## src/sfsp_pkg.sv

```systemverilog
// ----------------------------------------------------------------------------
// Frame parser package
// Transaction types, field and error codes and register defaults.
// ----------------------------------------------------------------------------
package sfsp_pkg;

  typedef enum logic [3:0] {
    FK_FORMAT      = 4'd0,
    FK_COUNT       = 4'd1,
    FK_ID_LENGTH   = 4'd2,
    FK_ID_BYTE     = 4'd3,
    FK_ENTRY_STATE = 4'd4,
    FK_TIMESTAMP   = 4'd5,
    FK_HELD_COUNT  = 4'd6,
    FK_VERDICT_OK  = 4'd7,
    FK_VERDICT_ERR = 4'd8
  } field_kind_t;

  typedef enum logic [2:0] {
    CAUSE_NONE      = 3'd0,
    CAUSE_TRUNCATED = 3'd1,
    CAUSE_OVER_CNT  = 3'd2,
    CAUSE_ID_LONG   = 3'd3,
    CAUSE_TRAILING  = 3'd4
  } error_cause_t;

  typedef enum logic [1:0] {
    CFG_FRAME_KIND    = 2'd0,
    CFG_MAX_ENTRIES   = 2'd1,
    CFG_MAX_LIST_IDS  = 2'd2,
    CFG_MAX_ID_LENGTH = 2'd3
  } cfg_index_t;

  localparam int          CFG_DATA_W        = 16;
  localparam logic [15:0] MAX_ENTRIES_RST   = 16'd1024;
  localparam logic [15:0] MAX_LIST_IDS_RST  = 16'd256;
  localparam logic [9:0]  MAX_ID_LENGTH_RST = 10'd600;
  localparam int          QUEUE_DEPTH       = 4;

  typedef struct packed {
    logic [7:0] data_byte;
    logic       frame_end;
  } in_item_t;

  typedef struct packed {
    field_kind_t  field_kind;
    logic [63:0]  field_value;
    logic [15:0]  entry_index;
    logic         in_held_list;
    error_cause_t error_cause;
    logic         frame_last;
  } out_item_t;

  typedef struct packed {
    logic      first_valid;
    logic      second_valid;
    out_item_t first_item;
    out_item_t second_item;
  } res_pair_t;

endpackage

```

## src/sfsp_core.sv

```systemverilog
// ----------------------------------------------------------------------------
// Frame parser core
// Parse state, configuration registers and per-byte next-state logic.
// ----------------------------------------------------------------------------
module sfsp_core #(
  parameter int COUNT_LIMIT     = 65535,
  parameter int ID_LENGTH_LIMIT = 1023
) (
  input  logic                              clk,
  input  logic                              rst_n,
  input  logic                              take_i,
  input  sfsp_pkg::in_item_t                item_i,
  input  logic                              cfg_we_i,
  input  sfsp_pkg::cfg_index_t              cfg_index_i,
  input  logic [sfsp_pkg::CFG_DATA_W-1:0]   cfg_data_i,
  output sfsp_pkg::res_pair_t               push_o
);
  import sfsp_pkg::*;

  typedef enum logic [11:0] {
    PH_START  = 12'b0000_0000_0001,
    PH_FORMAT = 12'b0000_0000_0010,
    PH_ICOUNT = 12'b0000_0000_0100,
    PH_ILEN   = 12'b0000_0000_1000,
    PH_IBYTES = 12'b0000_0001_0000,
    PH_ISTATE = 12'b0000_0010_0000,
    PH_ITS    = 12'b0000_0100_0000,
    PH_WCOUNT = 12'b0000_1000_0000,
    PH_HCOUNT = 12'b0001_0000_0000,
    PH_WLEN   = 12'b0010_0000_0000,
    PH_WBYTES = 12'b0100_0000_0000,
    PH_DONE   = 12'b1000_0000_0000
  } phase_t;

  typedef struct packed {
    phase_t      phase;
    logic [15:0] index;
    logic [15:0] remaining;
  } fin_t;

  localparam logic [15:0] CNT_CAP = 16'(COUNT_LIMIT);
  localparam logic [15:0] ID_CAP  = 16'(ID_LENGTH_LIMIT);

  function automatic fin_t finish_item(input logic [15:0] idx, input logic [15:0] rem,
                                       input logic lsel, input logic inv);
    fin_t f;
    f.index     = idx + 16'd1;
    f.remaining = rem - 16'd1;
    if (f.remaining == 16'd0) begin
      f.phase = (inv || lsel) ? PH_DONE : PH_HCOUNT;
    end else begin
      f.phase = inv ? PH_ILEN : PH_WLEN;
    end
    return f;
  endfunction

  logic        frame_kind_r;
  logic [15:0] max_entries_r;
  logic [15:0] max_list_ids_r;
  logic [9:0]  max_id_length_r;

  phase_t      phase_r,   phase_nxt;
  logic [2:0]  bif_r,     bif_nxt;
  logic [63:0] acc_r,     acc_nxt;
  logic [15:0] items_r,   items_nxt;
  logic [9:0]  idrem_r,   idrem_nxt;
  logic [15:0] idx_r,     idx_nxt;
  logic        lsel_r,    lsel_nxt;
  logic        discard_r, discard_nxt;

  logic [15:0]  lim_e, lim_w, lim_id, lim_cnt;
  logic [31:0]  word;
  logic         held;
  fin_t         fin;
  logic         f_v, v_v;
  out_item_t    f_item, v_item;
  error_cause_t cause;

  assign lim_e   = (max_entries_r < CNT_CAP) ? max_entries_r : CNT_CAP;
  assign lim_w   = (max_list_ids_r < CNT_CAP) ? max_list_ids_r : CNT_CAP;
  assign lim_id  = ({6'd0, max_id_length_r} < ID_CAP) ? {6'd0, max_id_length_r} : ID_CAP;

  always_ff @(posedge clk) begin
    if (!rst_n) begin
      frame_kind_r    <= 1'b0;
      max_entries_r   <= MAX_ENTRIES_RST;
      max_list_ids_r  <= MAX_LIST_IDS_RST;
      max_id_length_r <= MAX_ID_LENGTH_RST;
    end else if (cfg_we_i) begin
      case (cfg_index_i)
        CFG_FRAME_KIND:    frame_kind_r    <= cfg_data_i[0];
        CFG_MAX_ENTRIES:   max_entries_r   <= cfg_data_i[15:0];
        CFG_MAX_LIST_IDS:  max_list_ids_r  <= cfg_data_i[15:0];
        CFG_MAX_ID_LENGTH: max_id_length_r <= cfg_data_i[9:0];
        default:           frame_kind_r    <= frame_kind_r;
      endcase
    end
  end

  always_comb begin
    phase_nxt   = phase_r;
    bif_nxt     = bif_r;
    acc_nxt     = acc_r;
    items_nxt   = items_r;
    idrem_nxt   = idrem_r;
    idx_nxt     = idx_r;
    lsel_nxt    = lsel_r;
    discard_nxt = discard_r;
    cause       = CAUSE_NONE;
    f_v         = 1'b0;
    v_v         = 1'b0;
    f_item      = '0;
    v_item      = '0;
    word        = '0;
    held        = 1'b0;
    lim_cnt     = lim_w;
    fin         = '0;
    if (take_i) begin
      if (discard_r) begin
        if (item_i.frame_end) begin
          discard_nxt = 1'b0;
          phase_nxt   = PH_START;
        end
      end else begin
        if (phase_r == PH_START) begin
          phase_nxt = frame_kind_r ? PH_WCOUNT : PH_FORMAT;
          bif_nxt   = '0;
          acc_nxt   = '0;
          items_nxt = '0;
          idrem_nxt = '0;
          idx_nxt   = '0;
          lsel_nxt  = 1'b0;
        end
        if (phase_nxt == PH_DONE) begin
          cause = CAUSE_TRAILING;
        end else begin
          acc_nxt = {acc_nxt[55:0], item_i.data_byte};
          word    = acc_nxt[31:0];
          case (phase_nxt)
            PH_FORMAT: begin
              f_v                = 1'b1;
              f_item.field_kind  = FK_FORMAT;
              f_item.field_value = {56'd0, item_i.data_byte};
              acc_nxt            = '0;
              phase_nxt          = PH_ICOUNT;
            end
            PH_ICOUNT, PH_WCOUNT, PH_HCOUNT: begin
              if (bif_nxt < 3'd3) begin
                bif_nxt = bif_nxt + 3'd1;
              end else begin
                bif_nxt             = '0;
                held                = (phase_nxt == PH_HCOUNT);
                lim_cnt             = (phase_nxt == PH_ICOUNT) ? lim_e : lim_w;
                acc_nxt             = '0;
                f_v                 = 1'b1;
                f_item.field_kind   = held ? FK_HELD_COUNT : FK_COUNT;
                f_item.field_value  = {32'd0, word};
                f_item.in_held_list = held;
                if (word > {16'd0, lim_cnt}) begin
                  cause = CAUSE_OVER_CNT;
                end else begin
                  lsel_nxt  = held;
                  items_nxt = word[15:0];
                  idx_nxt   = '0;
                  if (word == 32'd0) begin
                    phase_nxt = (phase_nxt == PH_WCOUNT) ? PH_HCOUNT : PH_DONE;
                  end else begin
                    phase_nxt = (phase_nxt == PH_ICOUNT) ? PH_ILEN : PH_WLEN;
                  end
                end
              end
            end
            PH_ILEN, PH_WLEN: begin
              if (bif_nxt < 3'd3) begin
                bif_nxt = bif_nxt + 3'd1;
              end else begin
                bif_nxt             = '0;
                acc_nxt             = '0;
                f_v                 = 1'b1;
                f_item.field_kind   = FK_ID_LENGTH;
                f_item.field_value  = {32'd0, word};
                f_item.entry_index  = idx_nxt;
                f_item.in_held_list = lsel_nxt;
                if (word > {16'd0, lim_id}) begin
                  cause = CAUSE_ID_LONG;
                end else begin
                  idrem_nxt = word[9:0];
                  if (word != 32'd0) begin
                    phase_nxt = (phase_nxt == PH_ILEN) ? PH_IBYTES : PH_WBYTES;
                  end else if (phase_nxt == PH_ILEN) begin
                    phase_nxt = PH_ISTATE;
                  end else begin
                    fin       = finish_item(idx_nxt, items_nxt, lsel_nxt, 1'b0);
                    idx_nxt   = fin.index;
                    items_nxt = fin.remaining;
                    phase_nxt = fin.phase;
                  end
                end
              end
            end
            PH_IBYTES, PH_WBYTES: begin
              acc_nxt             = '0;
              f_v                 = 1'b1;
              f_item.field_kind   = FK_ID_BYTE;
              f_item.field_value  = {56'd0, item_i.data_byte};
              f_item.entry_index  = idx_nxt;
              f_item.in_held_list = lsel_nxt;
              idrem_nxt           = idrem_nxt - 10'd1;
              if (idrem_nxt == 10'd0) begin
                if (phase_nxt == PH_IBYTES) begin
                  phase_nxt = PH_ISTATE;
                end else begin
                  fin       = finish_item(idx_nxt, items_nxt, lsel_nxt, 1'b0);
                  idx_nxt   = fin.index;
                  items_nxt = fin.remaining;
                  phase_nxt = fin.phase;
                end
              end
            end
            PH_ISTATE: begin
              acc_nxt            = '0;
              f_v                = 1'b1;
              f_item.field_kind  = FK_ENTRY_STATE;
              f_item.field_value = {56'd0, item_i.data_byte};
              f_item.entry_index = idx_nxt;
              phase_nxt          = PH_ITS;
            end
            PH_ITS: begin
              if (bif_nxt < 3'd7) begin
                bif_nxt = bif_nxt + 3'd1;
              end else begin
                bif_nxt            = '0;
                f_v                = 1'b1;
                f_item.field_kind  = FK_TIMESTAMP;
                f_item.field_value = acc_nxt;
                f_item.entry_index = idx_nxt;
                acc_nxt            = '0;
                fin                = finish_item(idx_nxt, items_nxt, lsel_nxt, 1'b1);
                idx_nxt            = fin.index;
                items_nxt          = fin.remaining;
                phase_nxt          = fin.phase;
              end
            end
            default: begin
              cause = CAUSE_TRAILING;
            end
          endcase
        end
        if (cause != CAUSE_NONE) begin
          v_v                = 1'b1;
          v_item.field_kind  = FK_VERDICT_ERR;
          v_item.error_cause = cause;
          v_item.frame_last  = 1'b1;
          discard_nxt        = !item_i.frame_end;
          phase_nxt          = PH_START;
        end else if (item_i.frame_end) begin
          v_v                = 1'b1;
          v_item.frame_last  = 1'b1;
          if (phase_nxt == PH_DONE) begin
            v_item.field_kind = FK_VERDICT_OK;
          end else begin
            v_item.field_kind  = FK_VERDICT_ERR;
            v_item.error_cause = CAUSE_TRUNCATED;
          end
          phase_nxt = PH_START;
        end
      end
    end
  end

  always_comb begin
    push_o = '0;
    if (f_v) begin
      push_o.first_valid  = 1'b1;
      push_o.first_item   = f_item;
      push_o.second_valid = v_v;
      push_o.second_item  = v_item;
    end else begin
      push_o.first_valid  = v_v;
      push_o.first_item   = v_item;
    end
  end

  always_ff @(posedge clk) begin
    if (!rst_n) begin
      phase_r   <= PH_START;
      bif_r     <= '0;
      items_r   <= '0;
      idrem_r   <= '0;
      idx_r     <= '0;
      lsel_r    <= 1'b0;
      discard_r <= 1'b0;
    end else begin
      phase_r   <= phase_nxt;
      bif_r     <= bif_nxt;
      items_r   <= items_nxt;
      idrem_r   <= idrem_nxt;
      idx_r     <= idx_nxt;
      lsel_r    <= lsel_nxt;
      discard_r <= discard_nxt;
    end
  end

  always_ff @(posedge clk) begin
    acc_r <= acc_nxt;
  end

endmodule

```

## src/sfsp_out_queue.sv

```systemverilog
// ----------------------------------------------------------------------------
// Frame parser result queue
// Four-entry result register queue, up to two writes and one read per cycle.
// ----------------------------------------------------------------------------
module sfsp_out_queue (
  input  logic                 clk,
  input  logic                 rst_n,
  input  sfsp_pkg::res_pair_t  push_i,
  output logic                 room_o,
  output logic                 out_valid,
  input  logic                 out_stall,
  output sfsp_pkg::out_item_t  out_data
);
  import sfsp_pkg::*;

  localparam int PTR_W = $clog2(QUEUE_DEPTH);
  localparam int CNT_W = $clog2(QUEUE_DEPTH + 1);

  out_item_t        mem_r [QUEUE_DEPTH];
  logic [PTR_W-1:0] wr_ptr_r, wr_ptr_nxt;
  logic [PTR_W-1:0] rd_ptr_r, rd_ptr_nxt;
  logic [CNT_W-1:0] count_r,  count_nxt;
  logic [PTR_W-1:0] wr_ptr_p1;
  logic             pop;

  assign out_valid = (count_r != '0);
  assign out_data  = mem_r[rd_ptr_r];
  assign room_o    = (count_r <= CNT_W'(QUEUE_DEPTH - 2));
  assign pop       = out_valid && !out_stall;
  assign wr_ptr_p1 = wr_ptr_r + PTR_W'(1);

  always_comb begin
    wr_ptr_nxt = wr_ptr_r + PTR_W'(push_i.first_valid) + PTR_W'(push_i.second_valid);
    rd_ptr_nxt = rd_ptr_r + PTR_W'(pop);
    count_nxt  = count_r + CNT_W'(push_i.first_valid) + CNT_W'(push_i.second_valid)
                 - CNT_W'(pop);
  end

  always_ff @(posedge clk) begin
    if (!rst_n) begin
      wr_ptr_r <= '0;
      rd_ptr_r <= '0;
      count_r  <= '0;
    end else begin
      wr_ptr_r <= wr_ptr_nxt;
      rd_ptr_r <= rd_ptr_nxt;
      count_r  <= count_nxt;
    end
  end

  always_ff @(posedge clk) begin
    if (push_i.first_valid) begin
      mem_r[wr_ptr_r] <= push_i.first_item;
    end
    if (push_i.second_valid) begin
      mem_r[wr_ptr_p1] <= push_i.second_item;
    end
  end

endmodule

```

## src/sync_frame_stream_parser.sv

```systemverilog
// ----------------------------------------------------------------------------
// Sync frame stream parser
// Byte-serial parser for inventory and want/held frame layouts.
// ----------------------------------------------------------------------------
// One frame byte is taken per cycle. Each byte is parsed in the cycle it is
// accepted and yields zero, one or two result transactions (a field or id
// byte, and a verdict when the frame closes or fails), which are written
// into a four-entry result queue and leave it in order on the output port.
// The input sustains one byte per cycle as long as the queue drains; it
// stalls while fewer than two queue entries are free, so the sustained rate
// is set by the result port, one result per cycle when not stalled. After an
// error the remaining bytes of the frame are dropped without results.
// Configuration writes are always ready and take effect on the next byte;
// the layout select is sampled at each frame's first byte.
module sync_frame_stream_parser #(
  parameter int COUNT_LIMIT     = 65535,
  parameter int ID_LENGTH_LIMIT = 1023
) (
  input  logic                              clk,
  input  logic                              rst_n,
  input  logic                              in_valid,
  output logic                              in_stall,
  input  sfsp_pkg::in_item_t                in_data,
  output logic                              out_valid,
  input  logic                              out_stall,
  output sfsp_pkg::out_item_t               out_data,
  input  logic                              cfg_valid,
  output logic                              cfg_ready,
  input  sfsp_pkg::cfg_index_t              cfg_index,
  input  logic [sfsp_pkg::CFG_DATA_W-1:0]   cfg_data
);
  import sfsp_pkg::*;

  res_pair_t push;
  logic      room;
  logic      take;

  assign in_stall  = !room;
  assign take      = in_valid && room;
  assign cfg_ready = 1'b1;

  sfsp_core #(
    .COUNT_LIMIT     (COUNT_LIMIT),
    .ID_LENGTH_LIMIT (ID_LENGTH_LIMIT)
  ) u_core (
    .clk         (clk),
    .rst_n       (rst_n),
    .take_i      (take),
    .item_i      (in_data),
    .cfg_we_i    (cfg_valid && cfg_ready),
    .cfg_index_i (cfg_index),
    .cfg_data_i  (cfg_data),
    .push_o      (push)
  );

  sfsp_out_queue u_queue (
    .clk       (clk),
    .rst_n     (rst_n),
    .push_i    (push),
    .room_o    (room),
    .out_valid (out_valid),
    .out_stall (out_stall),
    .out_data  (out_data)
  );

endmodule

```

## config.mk

```make
export PLATFORM = sky130hd
export DESIGN_NAME = sync_frame_stream_parser
export DESIGN_NICKNAME = d
export VERILOG_FILES = /design/src/sfsp_pkg.sv /design/src/sfsp_core.sv /design/src/sfsp_out_queue.sv /design/src/sync_frame_stream_parser.sv
export SDC_FILE = /design/constraint.sdc
export NUM_CORES = 1
export LEC_CHECK = 0
export ABC_CLOCK_PERIOD_IN_PS = 13900
export BUFFER_PORTS_ARGS = -buffer_cell sky130_fd_sc_hd__buf_4
export CAP_MARGIN = 20
export CORE_ASPECT_RATIO = 0.5
export CORE_UTILIZATION = 50
export DETAILED_ROUTE_END_ITERATION = 8
export PLACE_DENSITY = 0.67
export REMOVE_ABC_BUFFERS = 1
export SKIP_CTS_REPAIR_TIMING = 1
export SYNTH_ARGS = -nofsm -noshare
export SYNTH_HDL_FRONTEND = slang
export SYNTH_SLANG_ARGS = --single-unit
```

## constraint.sdc

```tcl
create_clock -name clk -period 13.9 [get_ports clk]
set_clock_uncertainty 0.15 [all_clocks]
set_input_delay 0 -clock clk [delete_from_list [all_inputs] [get_ports clk]]
set_output_delay 0 -clock clk [all_outputs]
set_load 0.01 [all_outputs]
```

==> impl_metrics.json, run 1 <==
{
  "status": "finished with violations",
  "violations": "design-rule violations",
  "rr_worst_depth": 16,
  "synth_warnings": 0,
  "netSwitchingFraction": 0.332,
  "die_h_microns": 159,
  "ys_seq_area_frac": 0.461,
  "via_per_inst": 6.38,
  "post-route-util": 0.584,
  "max_freq_mhz": 151,
  "drv_slew": 0,
  "dp_hpwl_mm": 46.6,
  "min_path_cells": 4,
  "total_power_w": 0.00410,
  "drive_above_1_share": 0.157,
  "synth_compound_area_frac": 0.201,
  "syn_area_per_cell_sq_um": 10.1,
  "synth_most_common_cell": "dfxtp_1",
  "crit_type": "flip-flop to flip-flop",
  "maxCapViolations": 0,
  "cp-end-kind": "flip-flop",
  "synth.distinct_cells": 91,
  "synth_area_leader_cell": "dfxtp_1",
  "top_usage_layer": "met2",
  "cp.required_ns": 14.02,
  "worst_slew_pin_slew_ns": 1.14,
  "grt-ovfl-total": 0,
  "final_nets": 2565,
  "ctsHtreeMaxLevel": 2,
  "use_met3": 0.0534,
  "numCtsBuffers": 46,
  "cts_tree": "built",
  "dieArea_sq_um": 50000,
  "io_buffers": 122,
  "switchingPower_w": 0.00136,
  "grt_usage": 0.285,
  "gp_congestion": 0.939,
  "r2r_setup_slack_ns": 7.27,
  "fin_crit_ns": 6.63,
  "synth_xor_area_frac": 0.00750,
  "drc_errors": 1,
  "syn_area_sq_um": 24500,
  "post_drt_wl_per_cell_microns": 23.1,
  "antenna_left": 0,
  "power_leakage_nw": 10.4,
  "hold_ws_ns": 0.0741,
  "synth_top_area_frac": 0.353,
  "coreArea_sq_um": 47600,
  "synth_common_cells": "433 x dfxtp_1, 280 x nand2_1, 256 x a22o_1",
  "hold_start": "cfg_data[3]",
  "tns_ns": 0,
  "grt_use_met1": 0.419,
  "initialDrtViolationCount": 2171,
  "drtPass1Iterations": 9,
  "vias": 20200,
  "rsz0062_at_grt": "no",
  "cp-start-kind": "flip-flop",
  "grt_max_degree": 74,
  "synthCells": 2438,
  "async_flop_share": 0,
  "worstPathArrival_ns": 6.75,
  "area_delta_synth_final_pct": 13.4,
  "finalHoldViolCount": 0,
  "synthFlopType": "dfxtp_1",
  "fp.dieW_microns": 315,
  "path_max_fanout": 65,
  "synthTopCellsByArea": "dfxtp_1 35%, edfxtp_1 11%, a22o_1 9.1%, mux4_2 8.2%, nand2_1 4.3%",
  "initial_core_util": 0.515,
  "fin_crit_sh": 0.477,
  "p_int_w": 0.00274,
  "setup_viol": 0,
  "crit_start": "u_core.phase_r[0]",
  "synthAdderAreaFrac": 0.0208,
  "cts.sinks": 521,
  "grt_pass1_wl_mm": 111,
  "muxShareOfSynthArea": 0.108,
  "min_path_type": "input pin to flip-flop",
  "met2_usage": 0.435,
  "synth_seq_cells": 521,
  "grt_pass1_vias": 18500,
  "synthSimpleGateAreaFrac": 0.155,
  "timing.slew.headroom": 0.233,
  "power_density_nw_per_um2": 147,
  "combPwrFrac": 0.224,
  "cts_root_buf": "clkbuf_16",
  "synth_edf_count": 88,
  "antenna_found_initial": 0,
  "pre_cts_ws_ns": 7.44,
  "fp-row-count": 56,
  "setup_ws_ns": 7.27,
  "routed_wl_mm": 73.3,
  "p_clk_frac": 0.335,
  "p_seq_frac": 0.442,
  "io_pins": 124,
  "n_antenna_cell": 0,
  "ir_worst_vdd_v": 0.0000842,
  "clockBufferDepth": 3,
  "clk_pin_slew_ns": 0.07,
  "reg2reg_from": "u_core.phase_r[0]",
  "clk_latency_ns": 0.60,
  "synth_top_family_by_area": "compound AO/OA/AOI/OAI gates"
}
## layout make-up
class                           instances  area [sq um]
Multi-Input combinational cell       1670         12200
Fill cell                            4082         19800
Clock buffer                           65          1390
Tap cell                              638           798
Inverter                               47           178
Clock inverter                         20           225
Timing Repair Buffer                  208          1680
Sequential cell                       521         11300
## critical path: stages (launching register included)
cell and delay, ns:
dfxtp_1 0.56, nor4b_2 0.63, nand3_2 0.10, buf_4 0.38
nand2_1 0.18, inv_1 0.22, ha_1 0.39, nand4_1 0.12
nor4_1 0.54, a31oi_1 0.20, a32oi_1 0.22, o32ai_2 0.19
or2_1 0.45, and2_1 0.45, nor2_4 0.43, buf_4 0.69
inv_1 0.34
## flip-flops by register name, indices dropped and copies added (netlist names), 3 cells and up
name and count:
u_core.idrem_r 10, u_queue.mem_r 356, u_core.max_list_ids_r 16, u_core.max_id_length_r 10
u_core.acc_r 56, u_core.idx_r 16, u_core.bif_r 3, u_core.items_r 16
u_queue.count_r 3, u_core.max_entries_r 16, u_core.phase_r 12
## stage by stage
| step | area, sq um | std cells |
|---|---|---|
| finish | 27800 | 3169 |
| global route | 27800 | 3169 |
| CTS | 27300 | 3122 |
| detailed placement | 25700 | 3037 |
| global placement | 25700 | 3037 |
| floorplan | 23600 | 2238 |
## kinds of logic (layout without fill, tap and decap cells)
| logic type | after synthesis | count (layout) |
|---|---|---|
| fa+ha+maj | 39 | 39 |
| xor+xnor | 21 | 21 |
| flops | 521 | 521 |
| simple gates | 778 | 778 |
| buf+inv | 247 | 340 |
| mux | 154 | 154 |
| compound gates | 677 | 677 |
| other cells | 1 | 1 |
## power by group through the flow
stage | logic, W | registers, W | clock network, W
floorplan | 0.000542 | 0.00182 | 0
global placement | 0.000886 | 0.00184 | 0
detailed placement | 0.000892 | 0.00184 | 0
CTS | 0.000896 | 0.00181 | 0.00138
global route | 0.000974 | 0.00183 | 0.00145
finish | 0.000915 | 0.00181 | 0.00137
## cell usage in the layout, fill, tap and decap left out, types with 13 or more instances in the layout
master	Yosys	final
nor2_1	168	158
edfxtp_1	88	88
inv_1	47	45
nand3_1	118	116
and3_1	14	13
clkbuf_8	0	13
a31oi_1	14	14
a211oi_1	20	17
dfxtp_1	433	431
nor3_1	33	33
a22o_1	256	256
xor2_1	13	13
o21ai_0	70	70
nor4_1	21	21
nand2b_1	14	14
nand2_1	280	280
a21oi_1	174	172
a32o_1	18	18
nand4_1	14	14
buf_4	24	161
dlygate4sd3_1	0	45
and2_1	28	28
mux2i_1	64	64
ha_1	36	36
clkbuf_16	0	48
mux4_2	89	89
## per-layer routing
metal / vias up / wire, microns
li1: 9223 / -
met1: 10000 / 33500
met2: 867 / 32400
met3: 104 / 6230
met4: 0 / 1230
met5: - / 0
## worst paths after layout
check	end
worst max-delay path	u_queue.mem_r[0][85]
worst min-delay path	u_core.max_list_ids_r[3]
worst max register to register	u_queue.mem_r[0][85]
worst min register to register	u_queue.mem_r[3][16]
Power figures use the tool's default switching activity.
==> run 2, diff against run 1 <==
--- a/config.mk
+++ b/config.mk
@@ -5,13 +5,14 @@
 export SDC_FILE = /design/constraint.sdc
 export NUM_CORES = 1
 export LEC_CHECK = 0
-export ABC_CLOCK_PERIOD_IN_PS = 13900
+export ABC_AREA = 1
+export ABC_CLOCK_PERIOD_IN_PS = 5900
 export BUFFER_PORTS_ARGS = -buffer_cell sky130_fd_sc_hd__buf_4
 export CAP_MARGIN = 20
 export CORE_ASPECT_RATIO = 0.5
 export CORE_UTILIZATION = 50
 export DETAILED_ROUTE_END_ITERATION = 8
-export PLACE_DENSITY = 0.67
+export PLACE_DENSITY = 0.7
 export REMOVE_ABC_BUFFERS = 1
 export SKIP_CTS_REPAIR_TIMING = 1
 export SYNTH_ARGS = -nofsm -noshare
==> constraint.sdc (replaced) <==
create_clock -name clk -period 5.9 [get_ports clk]
set_clock_uncertainty 0.15 [all_clocks]
set_input_delay 0 -clock clk [delete_from_list [all_inputs] [get_ports clk]]
set_output_delay 0 -clock clk [all_outputs]
set_load 0.01 [all_outputs]
==> run 2 against run 1 <==
  * The run now ends clean
  * Hold slack worse by 0.047 ns
  * Register-to-register slack worse by 6.9 ns
  * Utilization shrank 0.47 points
  * Die area increased by 5.8%
  * Synthesized cell count increased by 49%
  * First-iteration DRC count up 52%
  * Cell count rose by 39%
  * Fmax grew 20%
  * Sequential power rose to 2.5 times the previous value
  * Largest cell class unchanged
==> impl_metrics.json, run 2 <==
{
  "status": "finished, final reports clean",
  "cts_tree": "built",
  "synth.distinct_cells": 56,
  "rr_worst_depth": 28,
  "drtPass1Iterations": 6,
  "io_buffers": 122,
  "vias": 26200,
  "die_h_microns": 163,
  "dpl_cell_area_sq_um": 27300,
  "ys_seq_area_frac": 0.435,
  "rsz0062_at_grt": "no",
  "initialDrtViolationCount": 3303,
  "n_antenna_cell": 0,
  "grt_pass1_wl_mm": 136,
  "cp-start-kind": "flip-flop",
  "fp.dieW_microns": 324,
  "drc_errors": 0,
  "setup_ws_ns": 0.391,
  "max_freq_mhz": 182,
  "antenna_left": 0,
  "grt_pass1_vias": 24200,
  "syn_area_per_cell_sq_um": 7.16,
  "dp_hpwl_mm": 54.6,
  "fin_crit_ns": 5.51,
  "path_max_fanout": 17,
  "slowest_stage": "dfxtp_1",
  "numCtsBuffers": 47,
  "use_met3": 0.0521,
  "syn_area_sq_um": 26000,
  "drv_slew": 0,
  "synth_edf_count": 88,
  "worst_slew_pin_slew_ns": 1.21,
  "timing.slew.headroom": 0.189,
  "switchingPower_w": 0.00869,
  "final_common_cell": "nand2_1",
  "worstPathArrival_ns": 5.82,
  "pre_cts_ws_ns": 0.0952,
  "power_leakage_nw": 12.4,
  "gp_congestion": 1.01,
  "netSwitchingFraction": 0.502,
  "combPwrFrac": 0.549,
  "routed_wl_mm": 87.1,
  "synthCells": 3630,
  "grt-ovfl-total": 0,
  "clk_latency_ns": 0.60,
  "layout_common_cells": "561 x nand2_1, 505 x nor2_1, 436 x nand3_1",
  "drive_above_1_share": 0.0924,
  "largest_register_ffs": 356,
  "synthTopCellsByArea": "dfxtp_1 33%, edfxtp_1 10%, nand3_1 8.4%, o21ai_0 8.3%, nand2_1 8.2%",
  "initial_core_util": 0.512,
  "fp-row-count": 58,
  "area_delta_synth_final_pct": 13.0,
  "coreArea_sq_um": 50700,
  "p_clk_frac": 0.186,
  "cp.required_ns": 6.21,
  "synth_warnings": 0,
  "min_path_type": "input pin to flip-flop",
  "crit_top_cell": "nand2_1",
  "cp-end-kind": "flip-flop",
  "cts.sinks": 521,
  "grt_usage": 0.321,
  "ctsHtreeMaxLevel": 2,
  "fillers": 4791,
  "synth_seq_cells": 521,
  "finalHoldViolCount": 0,
  "final_nets": 3745,
  "synth_top_area_frac": 0.334,
  "p_seq_frac": 0.265,
  "fin_crit_sh": 0.934,
  "synth_most_common_cell": "nand2_1",
  "clockBufferDepth": 3,
  "post_drt_wl_per_cell_microns": 19.8,
  "top_regs": "u_queue.mem_r: 356 flops, u_core.acc_r: 56 flops",
  "antenna_found_initial": 0,
  "clk_pin_slew_ns": 0.07,
  "grt_use_met1": 0.447,
  "setup_viol": 0,
  "top_usage_layer": "met2",
  "min_path_cells": 4,
  "critical-path-max-stage-delay_ns": 0.36,
  "met2_usage": 0.508,
  "io_pins": 124,
  "top_register": "u_queue.mem_r",
  "synthFlopType": "dfxtp_1",
  "synth_common_cells": "568 x nand2_1, 508 x nor2_1, 436 x nand3_1",
  "power_density_nw_per_um2": 590,
  "maxCapViolations": 0,
  "synth_area_leader_cell": "dfxtp_1",
  "stdcell_area_sq_um": 29400,
  "cts_root_buf": "clkbuf_16",
  "grt_max_degree": 110,
  "dieArea_sq_um": 52900,
  "p_int_w": 0.00862,
  "via_per_inst": 5.95,
  "async_flop_share": 0,
  "ir_worst_vdd_v": 0.000745,
  "crit_type": "flip-flop to flip-flop"
}
-- run 2: through the flow --
step                      power (W)  TNS [ns]  instances  hold WS, ns   util
after floorplan              0.0101   -860.87       3397      -0.0810      -
after global placement       0.0138         0       4272       0.0453  0.539
after detailed placement     0.0139         0       4272       0.0507  0.539
after CTS                    0.0171         0       4359       -0.572  0.570
after global routing         0.0183         0       4402       0.0449  0.579
final                        0.0173         0       4402       0.0270  0.579
-- run 2: path summary, 6_finish.rpt --
| kind | slack (ns) | from | end |
|---|---|---|---|
| max | 0.39 | u_core.phase_r[10] | u_queue.mem_r[2][85] |
| min | 0.03 | cfg_data[13] | u_core.max_entries_r[13] |
| max reg2reg | 0.39 | u_core.phase_r[10] | u_queue.mem_r[2][85] |
| min reg2reg | 0.31 | u_queue.mem_r[2][24] | u_queue.mem_r[2][24] |
-- run 2: layer usage --
layer  share of wire  routed length (microns)
met5               0                        0
met1            0.43                    37900
met3           0.094                     8150
met2            0.45                    38800
met4           0.027                     2310
-- run 2: worst max-delay path, delay by kind of cell (launching register included) --
family                   cells  cell delay [ns]
AO/OA/AOI/OAI                1             0.15
adder cells (fa/ha/maj)      1             0.31
buffers and inverters        2             0.18
flip-flops                   1             0.36
multiplexers                 1             0.15
AND/OR/NAND/NOR             23             4.02
-- run 2: logic make-up (layout without fill, tap and decap cells) --
kind of cell               count (synthesis)  count (layout)  synth area share
muxes                                     15              15           0.00578
and+or+nand+nor                         1611            1611             0.267
buffers and inverters                    509             591            0.0784
DFF                                      521             521             0.435
adders and majority gates                 39              39            0.0196
other                                      1               1          0.000144
xor gates and xnor gates                  12              12           0.00405
AOI/OAI and AO/OA                        922             922             0.189
-- run 2: area by class of cell --
cell class                      count  area (sq um)  area share
Clock buffer                       70          1430      0.0486
Timing Repair Buffer              228          1890      0.0642
Clock inverter                     17           163     0.00554
Tap cell                          690           863      0.0294
Inverter                          276          1040      0.0354
Multi-Input combinational cell   2600         12700       0.432
Sequential cell                   521         11300       0.385
-- run 2: power groups by stage --
| stage | Sequential [W] | Clock (W) | Combinational [W] |
|---|---|---|---|
| floorplan | 0.00463 | 0 | 0.00550 |
| global placement | 0.00464 | 0 | 0.00914 |
| detailed placement | 0.00466 | 0 | 0.00923 |
| CTS | 0.00458 | 0.00323 | 0.00926 |
| global route | 0.00464 | 0.00338 | 0.0103 |
| finish | 0.00459 | 0.00321 | 0.00951 |
